<file path="config.mk">
export PLATFORM = sky130hd
export DESIGN_NAME = gtbe_cell
export DESIGN_NICKNAME = d
export VERILOG_FILES = /design/src/hdl/gf2_tagged_basis_engine_macros.svh /design/src/hdl/gtbe_pkg.sv /design/src/hdl/gtbe_cell.sv
export SDC_FILE = /design/constraint.sdc
export NUM_CORES = 1
export LEC_CHECK = 0
export ABC_AREA = 1
export BUFFER_PORTS_ARGS = -buffer_cell sky130_fd_sc_hd__buf_2
export CAP_MARGIN = 10
export CORE_MARGIN = 4
export CORE_UTILIZATION = 29
export CTS_BUF_LIST = sky130_fd_sc_hd__clkbuf_8
export DETAILED_ROUTE_END_ITERATION = 12
export PLACE_DENSITY = 0.56
export RECOVER_POWER = 50
export SLEW_MARGIN = 0
export SYNTH_ARGS = -nofsm -noshare
export SYNTH_HDL_FRONTEND = slang
export SYNTH_SLANG_ARGS = --single-unit
</file>
<file path="constraint.sdc">
create_clock -name clk_i -period 1.5 [get_ports clk_i]
set_input_delay 0.225 -clock clk_i [delete_from_list [all_inputs] [get_ports clk_i]]
set_output_delay 0.225 -clock clk_i [all_outputs]
set_load 0.02 [all_outputs]
</file>
<file path="src/hdl/gf2_tagged_basis_engine_macros.svh">
// ----------------------------------------------------------------------------
// GF(2) tagged basis engine - assertion macros
// Concurrent checks on clk_i, quiet while rst_ni is low.
// ----------------------------------------------------------------------------
`ifndef GF2_TAGGED_BASIS_ENGINE_MACROS_SVH
`define GF2_TAGGED_BASIS_ENGINE_MACROS_SVH

`ifndef SYNTH

// Check that the property holds at every clock edge out of reset.
`define GTBE_ASSERT(lbl, prop, msg) \
  lbl: assert property (@(posedge clk_i) disable iff (!rst_ni) (prop)) else $error(msg);

// Check that the expression is never true out of reset.
`define GTBE_NEVER(lbl, expr, msg) \
  lbl: assert property (@(posedge clk_i) disable iff (!rst_ni) !(expr)) else $error(msg);

`else

`define GTBE_ASSERT(lbl, prop, msg)
`define GTBE_NEVER(lbl, expr, msg)

`endif

`endif

</file>
<file path="src/hdl/gtbe_pkg.sv">
// ----------------------------------------------------------------------------
// GF(2) tagged basis engine - package
// Field widths, operation codes and the control group passed along the chain.
// ----------------------------------------------------------------------------
`default_nettype none

package gtbe_pkg;

  localparam int VectorBitsDef = 66;
  localparam int TagBitsDef    = 24;

  // Fixed port widths of the word fields
  localparam int VecLowW   = 64;
  localparam int VecHighW  = 2;
  localparam int TagPortW  = 24;
  localparam int CoordW    = 24;
  localparam int RankPortW = 7;

  typedef enum logic {
    OP_INSERT = 1'b0,
    OP_QUERY  = 1'b1
  } op_e;

  // Control group that travels with a word from cell to cell
  typedef struct packed {
    logic valid;
    op_e  op;
    logic found;  // leading bit of the residue already seen
  } gtbe_ctl_t;

endpackage

`default_nettype wire

</file>
<file path="src/hdl/gtbe_cell.sv">
// ----------------------------------------------------------------------------
// GF(2) tagged basis engine - pivot cell
// Holds the basis row whose leading bit is POS, reduces the passing word by
// it and registers the result towards the next lower cell.
// ----------------------------------------------------------------------------
`default_nettype none

module gtbe_cell
  import gtbe_pkg::*;
#(
  parameter int VEC_BITS = VectorBitsDef,
  parameter int TAG_BITS = TagBitsDef,
  parameter int POS      = 0,
  localparam int PosW    = $clog2(VEC_BITS)
) (
  input  wire logic                clk_i,
  input  wire logic                rst_ni,
  input  wire logic                advance_i,
  // word from the cell above
  input  wire gtbe_ctl_t           up_ctl_i,
  input  wire logic [VEC_BITS-1:0] up_vec_i,
  input  wire logic [TAG_BITS-1:0] up_acc_i,
  input  wire logic [PosW-1:0]     up_lead_i,
  // word to the cell below
  output gtbe_ctl_t                dn_ctl_o,
  output logic [VEC_BITS-1:0]      dn_vec_o,
  output logic [TAG_BITS-1:0]      dn_acc_o,
  output logic [PosW-1:0]          dn_lead_o,
  // write-back of a new row
  input  wire logic                wb_en_i,
  input  wire logic [PosW-1:0]     wb_lead_i,
  input  wire logic [VEC_BITS-1:0] wb_vec_i,
  input  wire logic [TAG_BITS-1:0] wb_tag_i,
  output logic                     occ_o
);

  logic                occ_q;
  logic [VEC_BITS-1:0] row_q;
  logic [TAG_BITS-1:0] tag_q;

  gtbe_ctl_t           ctl_q, ctl_d;
  logic [VEC_BITS-1:0] vec_q, vec_d;
  logic [TAG_BITS-1:0] acc_q, acc_d;
  logic [PosW-1:0]     lead_q, lead_d;
  logic                hit;
  logic                wb_here;

  assign hit     = occ_q & up_vec_i[POS];
  assign wb_here = wb_en_i && (wb_lead_i == PosW'(POS));

  always_comb begin
    vec_d  = hit ? (up_vec_i ^ row_q) : up_vec_i;
    acc_d  = hit ? (up_acc_i ^ tag_q) : up_acc_i;
    ctl_d  = up_ctl_i;
    lead_d = up_lead_i;
    // bits above POS are settled, so the first set bit seen is the lead
    if (!up_ctl_i.found && vec_d[POS]) begin
      ctl_d.found = 1'b1;
      lead_d      = PosW'(POS);
    end
  end

  always_ff @(posedge clk_i or negedge rst_ni) begin
    if (!rst_ni) begin
      ctl_q <= '0;
      occ_q <= 1'b0;
    end else begin
      if (advance_i) begin
        ctl_q <= ctl_d;
      end
      if (wb_here) begin
        occ_q <= 1'b1;
      end
    end
  end

  always_ff @(posedge clk_i) begin
    if (advance_i) begin
      vec_q  <= vec_d;
      acc_q  <= acc_d;
      lead_q <= lead_d;
    end
    if (wb_here) begin
      row_q <= wb_vec_i;
      tag_q <= wb_tag_i;
    end
  end

  assign dn_ctl_o  = ctl_q;
  assign dn_vec_o  = vec_q;
  assign dn_acc_o  = acc_q;
  assign dn_lead_o = lead_q;
  assign occ_o     = occ_q;

endmodule

`default_nettype wire

</file>
==> key figures, run 1 <==
Power
  • PD cells: slightly below 1000 nW/µm²
  • Int Power: approximately 0.008 W
  • Logic pwr share: 0.119
  • Switching Fraction: 0.249
  • NetSw: 0.00271 W
  • Reg power frac: 0.560
  • Peak VDD IR: 0.576 mV
  • Leakage: a little under 5 nW
  • Clock power frac: 0.321

Routing
  • Wl on met1: roughly 8000 µm
  • Final wirelength: just under 20000 µm
  • DR pass1 iterations: 5
  • WL met2: between 10000 and 15000 µm
  • DRC: 0
  • Drt first-iter violations: between 200 and 250
  • Vias per cell: about 4.2
  • Highest routed layer: met4
  • Vias post-DR: between 5000 and 6000
  • ANT nets after route: 0
  • Met3 wire length: about 1100 µm
  • Post-DR wirelength/cell: 14.4 µm

Worst setup path
  • Setup crit start kind: input pin
  • Critical path's slowest cell: clkbuf_2
  • Most used cell, CP: nand2_1
  • Reg-to-reg critical path endpoint: dn_vec_o[3]
  • R2R setup slack: 0.13 ns
  • Register-to-Register Path Depth: 6
  • Setup CP Type: input pin to flip-flop
  • R2R Path Start: occ_o
  • Crit-path max cell delay: 0.67 ns
  • Worst Path Max Fanout: 33
  • Crit path cell chain: clkbuf_1 -> inv_8 -> nand2_1 -> nor2_1 -> nand2_1 -> clkinvlp_2 -> clkbuf_2
  • Required time at the worst-slack endpoint: 1.58 ns
  • Setup crit end kind: flip-flop
  • Critical Path AT: about 1.5 ns

Place
  • HPWL Detailed: approximately 14000 µm
  • Routability cong.: ~0.75
  • Buffers added on ports: ~300

Logic synthesis
  • Yosys warnings: 0
  • Synth Instances: 613
  • Yosys reg bits: 191
  • Cell variety after synth: 10
  • Syn Std Cell Area: 7700 µm²
  • Syn avg cell area: 12.6 µm²
  • Net Count, Synth: between 800 and 900
  • Seq/Total Area, Yosys: 0.743

Timing
  • Min Tclk post-route: 1.39 ns
  • Setup violations, final: 0
  • Fin crit share: 0.925
  • RSZ-0062 raised after global routing: yes
  • Slew @ Worst Pin: ~1.1 ns
  • Setup Skew: roughly 0.013 ns
  • FMAX: between 700 and 800 MHz
  • Slew Limit Fails: 0
  • Total negative slack: 0 ns
  • Normalized max-slew margin: 0.243
  • Fin. Hold Viols: 0

Floorplanning
  • Die area: around 30000 µm²
  • Die Width: between 150 and 200 µm
  • Core box area: 26100 µm²
  • Core Rows: 59
  • DIE HEIGHT: roughly 170 µm
  • I/O pin count: 302
  • Starting density of the core: 0.295

Global routing
  • Largest net degree at the start of global routing: 60
  • Tot GR Track Use: 0.132
  • Initial antenna violation count: 2
  • Vias in the first global route: 5710
  • First-pass GRT wire length: a little under 30000 µm
  • Total gr overflow: 0

Clock tree
  • Clock slew at reported path FFs: 0.11 ns
  • Clock Tree Buf Depth: 2
  • Htree depth: 4
  • Post-CTS Setup Bufs: 0
  • Clock Sinks: 191
  • TritonCTS clock tree: built
  • CTS Root Cell: clkbuf_8
  • Num CTS Buffers: 17
  • Clk_lat worst skew: 0.45 ns

Cells and area
  • Layout cells sized above 1: 0.335
  • Fill cell count: 2436
  • Nets: 1234
  • Most frequent cells in the layout: 291 x buf_2, 288 x nand2_1, 187 x edfxtp_1, 101 x dlygate4sd3_1, 90 x nand3b_1
  • Commonest non-fill, non-tap cell in the layout: buf_2
  • Utilization after layout: 0.426
  • P&R area growth vs syn: 44.1%

Run status
  • Status: finished clean

Flow run
  • Max-cap viol count: 0

Min path
  • End of the worst hold path: dn_lead_o[4]
  • Number of cells on the worst hold path: 3
  • Hold_sp: up_lead_i[4]
  • Worst hold-check path type: input pin to flip-flop
cell type report:
type / instances / area (µm²) / share of cell area
Clock buffer: 17 / 234 / 0.0211
Inverter: 19 / 97.6 / 0.00880
Multi-Input combinational cell: 384 / 1780 / 0.161
Antenna cell: 3 / 7.51 / 0.000677
Sequential cell: 191 / 5720 / 0.515
Clock inverter: 15 / 164 / 0.0148
Tap cell: 335 / 419 / 0.0378
Timing Repair Buffer: 420 / 2680 / 0.241
synthesized netlist by cell type:
cell type / number / area [µm²]
nand2_1: 289 / 1080
buf_2: 5 / 25.0
nor2_1: 4 / 15.0
dfrtp_1: 4 / 100
buf_4: 14 / 105
inv_2: 1 / 3.75
inv_1: 18 / 67.6
a21oi_1: 1 / 5.00
nand3b_1: 90 / 676
edfxtp_1: 187 / 5620
power groups by stage:
stage / Combinational (W) / Clock, W / Sequential [W]
floorplan: 0.000298 / 0 / 0.00645
global placement: 0.00109 / 0 / 0.00623
detailed placement: 0.00112 / 0 / 0.00623
CTS: 0.00133 / 0.00368 / 0.00611
global route: 0.00142 / 0.00390 / 0.00613
finish: 0.00130 / 0.00350 / 0.00611
sequential cells by signal (all words and copies together), names as in the netlist:
signal and cells:
dn_acc_o 24, dn_vec_o 66, dn_ctl_o 3, row_q 66
occ_o 1, dn_lead_o 7, tag_q 24
metrics by stage:
step	hold slack, ns	power (W)	setup WS, ns	area [µm²]	std cells
after floorplan	-0.0706	0.00674	-0.633	7720	613
after detailed placement	0.0391	0.00734	0.0494	9750	1248
final	0.0383	0.0109	0.113	11100	1384
after global routing	-0.00148	0.0115	-0.0152	11100	1383
after global placement	0.0367	0.00732	0.0733	9750	1248
after CTS	0.000879	0.0111	0.0712	11200	1381
worst max-delay path, delay by kind of cell:
family	cells	cell delay [ns]
simple gates	3	0.22
buf+inv	4	0.98
cell families (layout without fill, tap and decap cells):
| family | after synthesis | count (layout) | share of synthesized area |
|---|---|---|---|
| flip-flops | 191 | 191 | 0.743 |
| buffers and inverters | 38 | 471 | 0.0262 |
| AND/OR/NAND/NOR | 383 | 383 | 0.231 |
| other | 0 | 3 | 0 |
| AO/OA/AOI/OAI | 1 | 1 | 0.000650 |
what timing repair did:
action	in CTS	in global routing
hold endpoints to repair	104	0
hold buffers	101	0
gates resized for setup	0	3
endpoints found under the setup margin	0	13
layer usage:
metal	GRT usage	up-vias
met1	0.157	2687
met4	0.0527	0
met3	0.0300	26
li1	-	2938
met5	0	-
met2	0.232	188
how the worst max path moves through the flow:
stage | start | end
6_report | wb_lead_i[3] | row_q[4]
3_3_place_gp | wb_lead_i[3] | row_q[55]
5_1_grt | occ_o | dn_vec_o[4]
2_1_floorplan | wb_lead_i[3] | row_q[0]
3_5_place_dp | wb_lead_i[3] | row_q[52]
4_1_cts | occ_o | dn_vec_o[3]
No activity file was read; power rests on OpenSTA's default activity.
==> run 2, diff against run 1 <==
- RECOVER_POWER: 50 -> not set
==> run 2 against run 1 <==
Non-clock buffer count did not move. Critical path type is now flip-flop to flip-flop. Combinational power barely moved. Via count fell by 0.10%. Largest power group unchanged. Clock power barely moved. Register-to-register slack barely moved.
==> key figures, run 2 (synthesis gave the netlist of run 1 again) <==
Run status
  • Status: finished clean

Timing
  • FMAX: 726 MHz
  • Final WS setup: between 0.1 and 0.15 ns
  • Slew Limit Fails: 0
  • RSZ-0062 raised after global routing: yes
  • Setup violations, final: 0
  • Setup Skew: about 0.012 ns
  • Fin crit share: 0.918
  • Min Tclk post-route: roughly 1.4 ns
  • Fin. Hold Viols: 0
  • Slew @ Worst Pin: 0.367 ns
  • Normalized max-slew margin: 0.755

Global routing
  • GRT met1 Usage: 0.157
  • Vias in the first global route: between 5000 and 6000
  • Initial antenna violation count: 2
  • Global Route met3 Usage: 0.0300
  • Tot GR Track Use: 0.132
  • GR Layer Usage met2: 0.232
  • GRT Max-Usage Layer: met2
  • Largest net degree at the start of global routing: 60
  • Total gr overflow: 0
  • First-pass GRT wire length: approximately 30000 µm

Cells and area
  • Utilization after layout: 0.429
  • Nets: ~1200
  • Fill cell count: 2420
  • Most frequent cells in the layout: 300 x buf_2, 287 x nand2_1, 187 x edfxtp_1, 101 x dlygate4sd3_1, 90 x nand3b_1
  • P&R area growth vs syn: 45.1%
  • Layout cells sized above 1: 0.343
  • Commonest non-fill, non-tap cell in the layout: buf_2
  • Fin area: around 11000 µm²

Worst setup path
  • Setup crit start kind: flip-flop
  • R2R Path Start: occ_o
  • R2R setup slack: around 0.12 ns
  • Register-to-Register Path Depth: 6
  • Setup CP Type: flip-flop to flip-flop
  • Worst setup endpoint: dn_vec_o[3]
  • Critical Path AT: around 1.6 ns
  • Required time at the worst-slack endpoint: 1.71 ns
  • Setup crit end kind: flip-flop
  • Reg-to-reg critical path endpoint: dn_vec_o[3]
  • Launch point of the worst path: occ_o
  • Worst Path Max Fanout: 32

Place
  • Placed Area: approximately 10000 µm²
  • HPWL Detailed: between 10000 and 15000 µm
  • Routability cong.: 0.752
  • Buffers added on ports: about 300
  • Dpl ws: about 0.05 ns

Clock tree
  • Clk_lat worst skew: 0.46 ns
  • Post-CTS Setup Bufs: 0
  • Clock Sinks: between 150 and 200
  • Clock slew at reported path FFs: approximately 0.11 ns
  • Num CTS Buffers: 17
  • Clock Tree Buf Depth: 2
  • Htree depth: 4
  • TritonCTS clock tree: built
  • CTS Root Cell: clkbuf_8

Floorplanning
  • Core Rows: 59
  • Die Width: between 150 and 200 µm
  • DIE HEIGHT: 171 µm
  • Core box area: 26100 µm²
  • Starting density of the core: 0.295
  • I/O pin count: between 300 and 400
  • Die area: slightly below 30000 µm²

Routing
  • Final wirelength: 19900 µm
  • DR pass1 iterations: 4
  • Drt first-iter violations: roughly 260
  • Post-DR wirelength/cell: 14.4 µm
  • ANT nets after route: 0
  • DRC: 0
  • Vias per cell: 4.21
  • Vias post-DR: roughly 6000

Min path
  • Worst hold-check path type: input pin to flip-flop

Power
  • Peak VDD IR: about 0.58 mV
  • Leakage: about 5 nW
  • PD cells: ~980 nW/µm²

Flow run
  • Max-cap viol count: 0
==> run 2: what timing repair did <==
item / CTS / global route
hold buffers: 101 / 0
gates resized for setup: 0 / 3
endpoints found under the hold margin: 104 / 0
setup endpoints to repair: 0 / 13
==> run 2: worst max-delay path, stage by stage (launching register included) <==
cell	delay, ns
dfrtp_1	0.36
nand2_1	0.13
inv_8	0.22
buf_4	0.23
nand2_1	0.07
nand2_1	0.05
nand2_1	0.05
==> run 2: report_power, final <==
group	leakage [nW]	total, W	internal, W	switching [W]
registers	1.81	0.00610	0.00606	0.0000469
logic	2.89	0.00131	0.000630	0.000679
clock network	0.190	0.00349	0.00151	0.00198
==> run 2: how the worst min path moves through the flow <==
| stage | from | end | slack, ns | cells past startpoint |
|---|---|---|---|---|
| after global placement | rst_ni | dn_ctl_o[2] | 0.04 | 1 |
| final | up_vec_i[59] | dn_vec_o[59] | 0.04 | 3 |
| after detailed placement | rst_ni | dn_ctl_o[2] | 0.04 | 1 |
| after CTS | up_acc_i[19] | dn_acc_o[19] | 0.0009 | 3 |
| after floorplan | rst_ni | dn_ctl_o[0] | -0.07 | 0 |
| after global routing | up_vec_i[33] | dn_vec_o[33] | -0.001 | 3 |
==> run 2: metal layers <==
metal | part of all wire | up-vias
li1 | - | 2937
met1 | 0.40 | 2685
met2 | 0.52 | 186
met3 | 0.059 | 25
met4 | 0.024 | 0
met5 | 0 | -
==> run 2: cell type report <==
class                           instances  area [µm²]  area share
Tap cell                              335         419      0.0375
Clock inverter                         15         164      0.0147
Clock buffer                           17         234      0.0210
Multi-Input combinational cell        384        1790       0.160
Inverter                               19         100     0.00896
Sequential cell                       191        5720       0.512
Antenna cell                            3        7.51    0.000672
Timing Repair Buffer                  420        2740       0.246
==> run 2: stage by stage <==
step / power [W] / hold slack (ns) / setup TNS [ns] / cells
floorplan: 0.00674 / -0.0706 / -56.96 / 613
global placement: 0.00732 / 0.0367 / 0 / 1248
detailed placement: 0.00734 / 0.0391 / 0 / 1248
CTS: 0.0111 / 0.000879 / 0 / 1381
global route: 0.0115 / -0.00148 / -0.0152 / 1383
finish: 0.0109 / 0.0362 / 0 / 1384
==> run 3, diff against run 2 <==
- CELL_PAD_IN_SITES_DETAIL_PLACEMENT: not set -> 1
- CELL_PAD_IN_SITES_GLOBAL_PLACEMENT: not set -> 1
- CORE_ASPECT_RATIO: not set -> 1.2
- PLACE_DENSITY: 0.56 -> 0.68
==> run 3 against run 2 <==
Count of clock-buffer cells in the layout stayed put. First-iteration DRC count down 0.78%. Register-to-register slack worse by 0.05 ns. Non-clock buffer count is 36 higher. Die area about the same. Sequential power is essentially flat. Worst setup slack got worse by 0.050 ns. Global-route usage grew 2.8 points. Utilization rose by 0.92 points. Combinational power rose by 9.9%. Worst hold slack better by 0.011 ns. Flip-flop and latch count is the same. Critical endpoint is now dn_acc_o[2].
==> key figures, run 3 (synthesis gave the netlist of run 1 again) <==
Floorplanning
  • Core box area: ~26000 µm²
  • Starting density of the core: 0.293
  • DIE HEIGHT: ~190 µm
  • Core Rows: 65
  • Die area: approximately 30000 µm²
  • Die Width: 157 µm
  • I/O pin count: a little over 300

Clock tree
  • Clock slew at reported path FFs: 0.11 ns
  • Clock Tree Buf Depth: 2
  • Clock Sinks: ~190
  • CTS Root Cell: clkbuf_8
  • TritonCTS clock tree: built
  • Clk_lat worst skew: ~0.47 ns
  • Htree depth: 4
  • Num CTS Buffers: 17
  • Post-CTS Setup Bufs: 0

Timing
  • Slew @ Worst Pin: 0.275 ns
  • FMAX: between 700 and 800 MHz
  • Setup violations, final: 0
  • Setup Skew: between 0.015 and 0.02 ns
  • Min Tclk post-route: around 1.4 ns
  • Fin. Hold Viols: 0
  • Fin crit share: 0.952
  • RSZ-0062 raised after global routing: yes
  • Slew Limit Fails: 0
  • Normalized max-slew margin: 0.816

Global routing
  • Vias in the first global route: about 7000
  • First-pass GRT wire length: roughly 36000 µm
  • GR Layer Usage met2: 0.297
  • Initial antenna violation count: 3
  • Tot GR Track Use: 0.160
  • Global Route met3 Usage: 0.0434
  • Total gr overflow: 0
  • Largest net degree at the start of global routing: 55
  • GRT Max-Usage Layer: met2
  • GRT met1 Usage: 0.167

Power
  • PD cells: 920 nW/µm²
  • Switching Fraction: 0.254
  • Clock power frac: 0.286
  • Int Power: slightly below 0.008 W
  • NetSw: around 0.0027 W
  • Logic pwr share: 0.136
  • Reg power frac: 0.578
  • Peak VDD IR: 0.475 mV
  • Leakage: about 5.0 nW

Worst setup path
  • Setup CP Type: flip-flop to flip-flop
  • Critical Path AT: around 1.7 ns
  • Setup crit end kind: flip-flop
  • Required time at the worst-slack endpoint: 1.74 ns
  • Worst Path Max Fanout: between 50 and 60
  • Setup crit start kind: flip-flop

Routing
  • Vias per cell: 4.48
  • Final wirelength: about 24000 µm
  • Vias post-DR: between 6000 and 7000
  • Post-DR wirelength/cell: roughly 17 µm
  • ANT nets after route: 0
  • DR pass1 iterations: 4
  • DRC: 0
  • Drt first-iter violations: about 260

Place
  • Placed Area: 9700 µm²
  • Buffers added on ports: around 300
  • HPWL Detailed: 16100 µm
  • Cell Count Post-Placement: 1242
  • Routability cong.: around 0.77

Cells and area
  • Fin area: approximately 11000 µm²
  • Final Instance Count excl. Fillers: approximately 1400
  • Fill cell count: approximately 2900
  • Layout cells sized above 1: 0.326
  • P&R area growth vs syn: 49.4%
  • Most frequent cells in the layout: 300 x buf_2, 287 x nand2_1, 187 x edfxtp_1, 142 x dlygate4sd3_1, 90 x nand3b_1
  • Nets: roughly 1300
  • Commonest non-fill, non-tap cell in the layout: buf_2

Flow run
  • Max-cap viol count: 0

Run status
  • Status: finished clean

Min path
  • Worst hold-check path type: input pin to flip-flop
==> run 3: cell types whose count changed in the layout (fill, tap and decap cells not counted), moves of 2 or more <==
cell and change:
buf_4 -7, bufinv_16 -2, clkinv_4 +2, clkinvlp_4 -2, inv_8 -5, dlygate4sd3_1 +41
inv_6 +4
==> run 3: worst max-delay path, stage by stage, from the launching register on <==
cell and delay [ns]:
dfrtp_1 0.39, nand2_1 0.12, inv_6 0.18, buf_12 0.25, nand2_1 0.10, nand2_1 0.08
nand2_1 0.05
==> run 3: routing by layer <==
metal | routed length (µm) | share of wire
met5 | 0 | 0
met4 | 779 | 0.032
met3 | 1420 | 0.059
met2 | 13200 | 0.55
met1 | 8780 | 0.36
==> run 3: per-stage QoR <==
| step | power, W | hold slack, ns | utilization | setup TNS, ns | worst slack (ns) |
|---|---|---|---|---|---|
| 2_1_floorplan | 0.00674 | -0.0706 | - | -56.96 | -0.633 |
| 3_3_place_gp | 0.00731 | 0.0361 | 0.369 | 0 | 0.0844 |
| 3_5_place_dp | 0.00736 | 0.0389 | 0.369 | 0 | 0.0303 |
| 4_1_cts | 0.0107 | 0.000623 | 0.436 | 0 | 0.0201 |
| 5_1_grt | 0.0111 | 0.00314 | 0.438 | -0.518 | -0.0537 |
| 6_report | 0.0106 | 0.0475 | 0.438 | 0 | 0.0725 |
==> run 3: final cells by class <==
| class | count | area [µm²] | area share |
|---|---|---|---|
| multi-input combinational | 384 | 1790 | 0.155 |
| timing repair buffer | 456 | 3140 | 0.273 |
| clock inverter | 14 | 96.3 | 0.00838 |
| clock buffer | 17 | 234 | 0.0203 |
| inverter | 19 | 97.6 | 0.00849 |
| tap | 335 | 419 | 0.0364 |
| antenna | 3 | 7.51 | 0.000653 |
| sequential | 191 | 5720 | 0.497 |
==> run 3: what timing repair did <==
item	4_1_cts	5_1_grt
hold buffers	142	0
hold endpoints to repair	145	0
setup endpoints to repair	0	44
resized for setup	0	3
==> run 3: worst paths after layout <==
check	start	endpoint	slack, ns	cells after the start
worst max register to register	occ_o	dn_acc_o[2]	0.07	6
worst max-delay path	occ_o	dn_acc_o[2]	0.07	6
worst min-delay path	up_acc_i[8]	dn_acc_o[8]	0.05	3
min in group asynchronous	rst_ni	dn_ctl_o[1]	0.09	2
worst min register to register	dn_ctl_o[1]	dn_ctl_o[1]	0.49	2
max in group asynchronous	rst_ni	dn_ctl_o[2]	1.29	2
==> run 3: power by group through the flow <==
stage	sequential, W	combinational, W	clock, W
after global routing	0.00613	0.00157	0.00339
after detailed placement	0.00624	0.00112	0
final	0.00611	0.00144	0.00303
after CTS	0.00612	0.00142	0.00319
after floorplan	0.00645	0.000298	0
after global placement	0.00623	0.00108	0
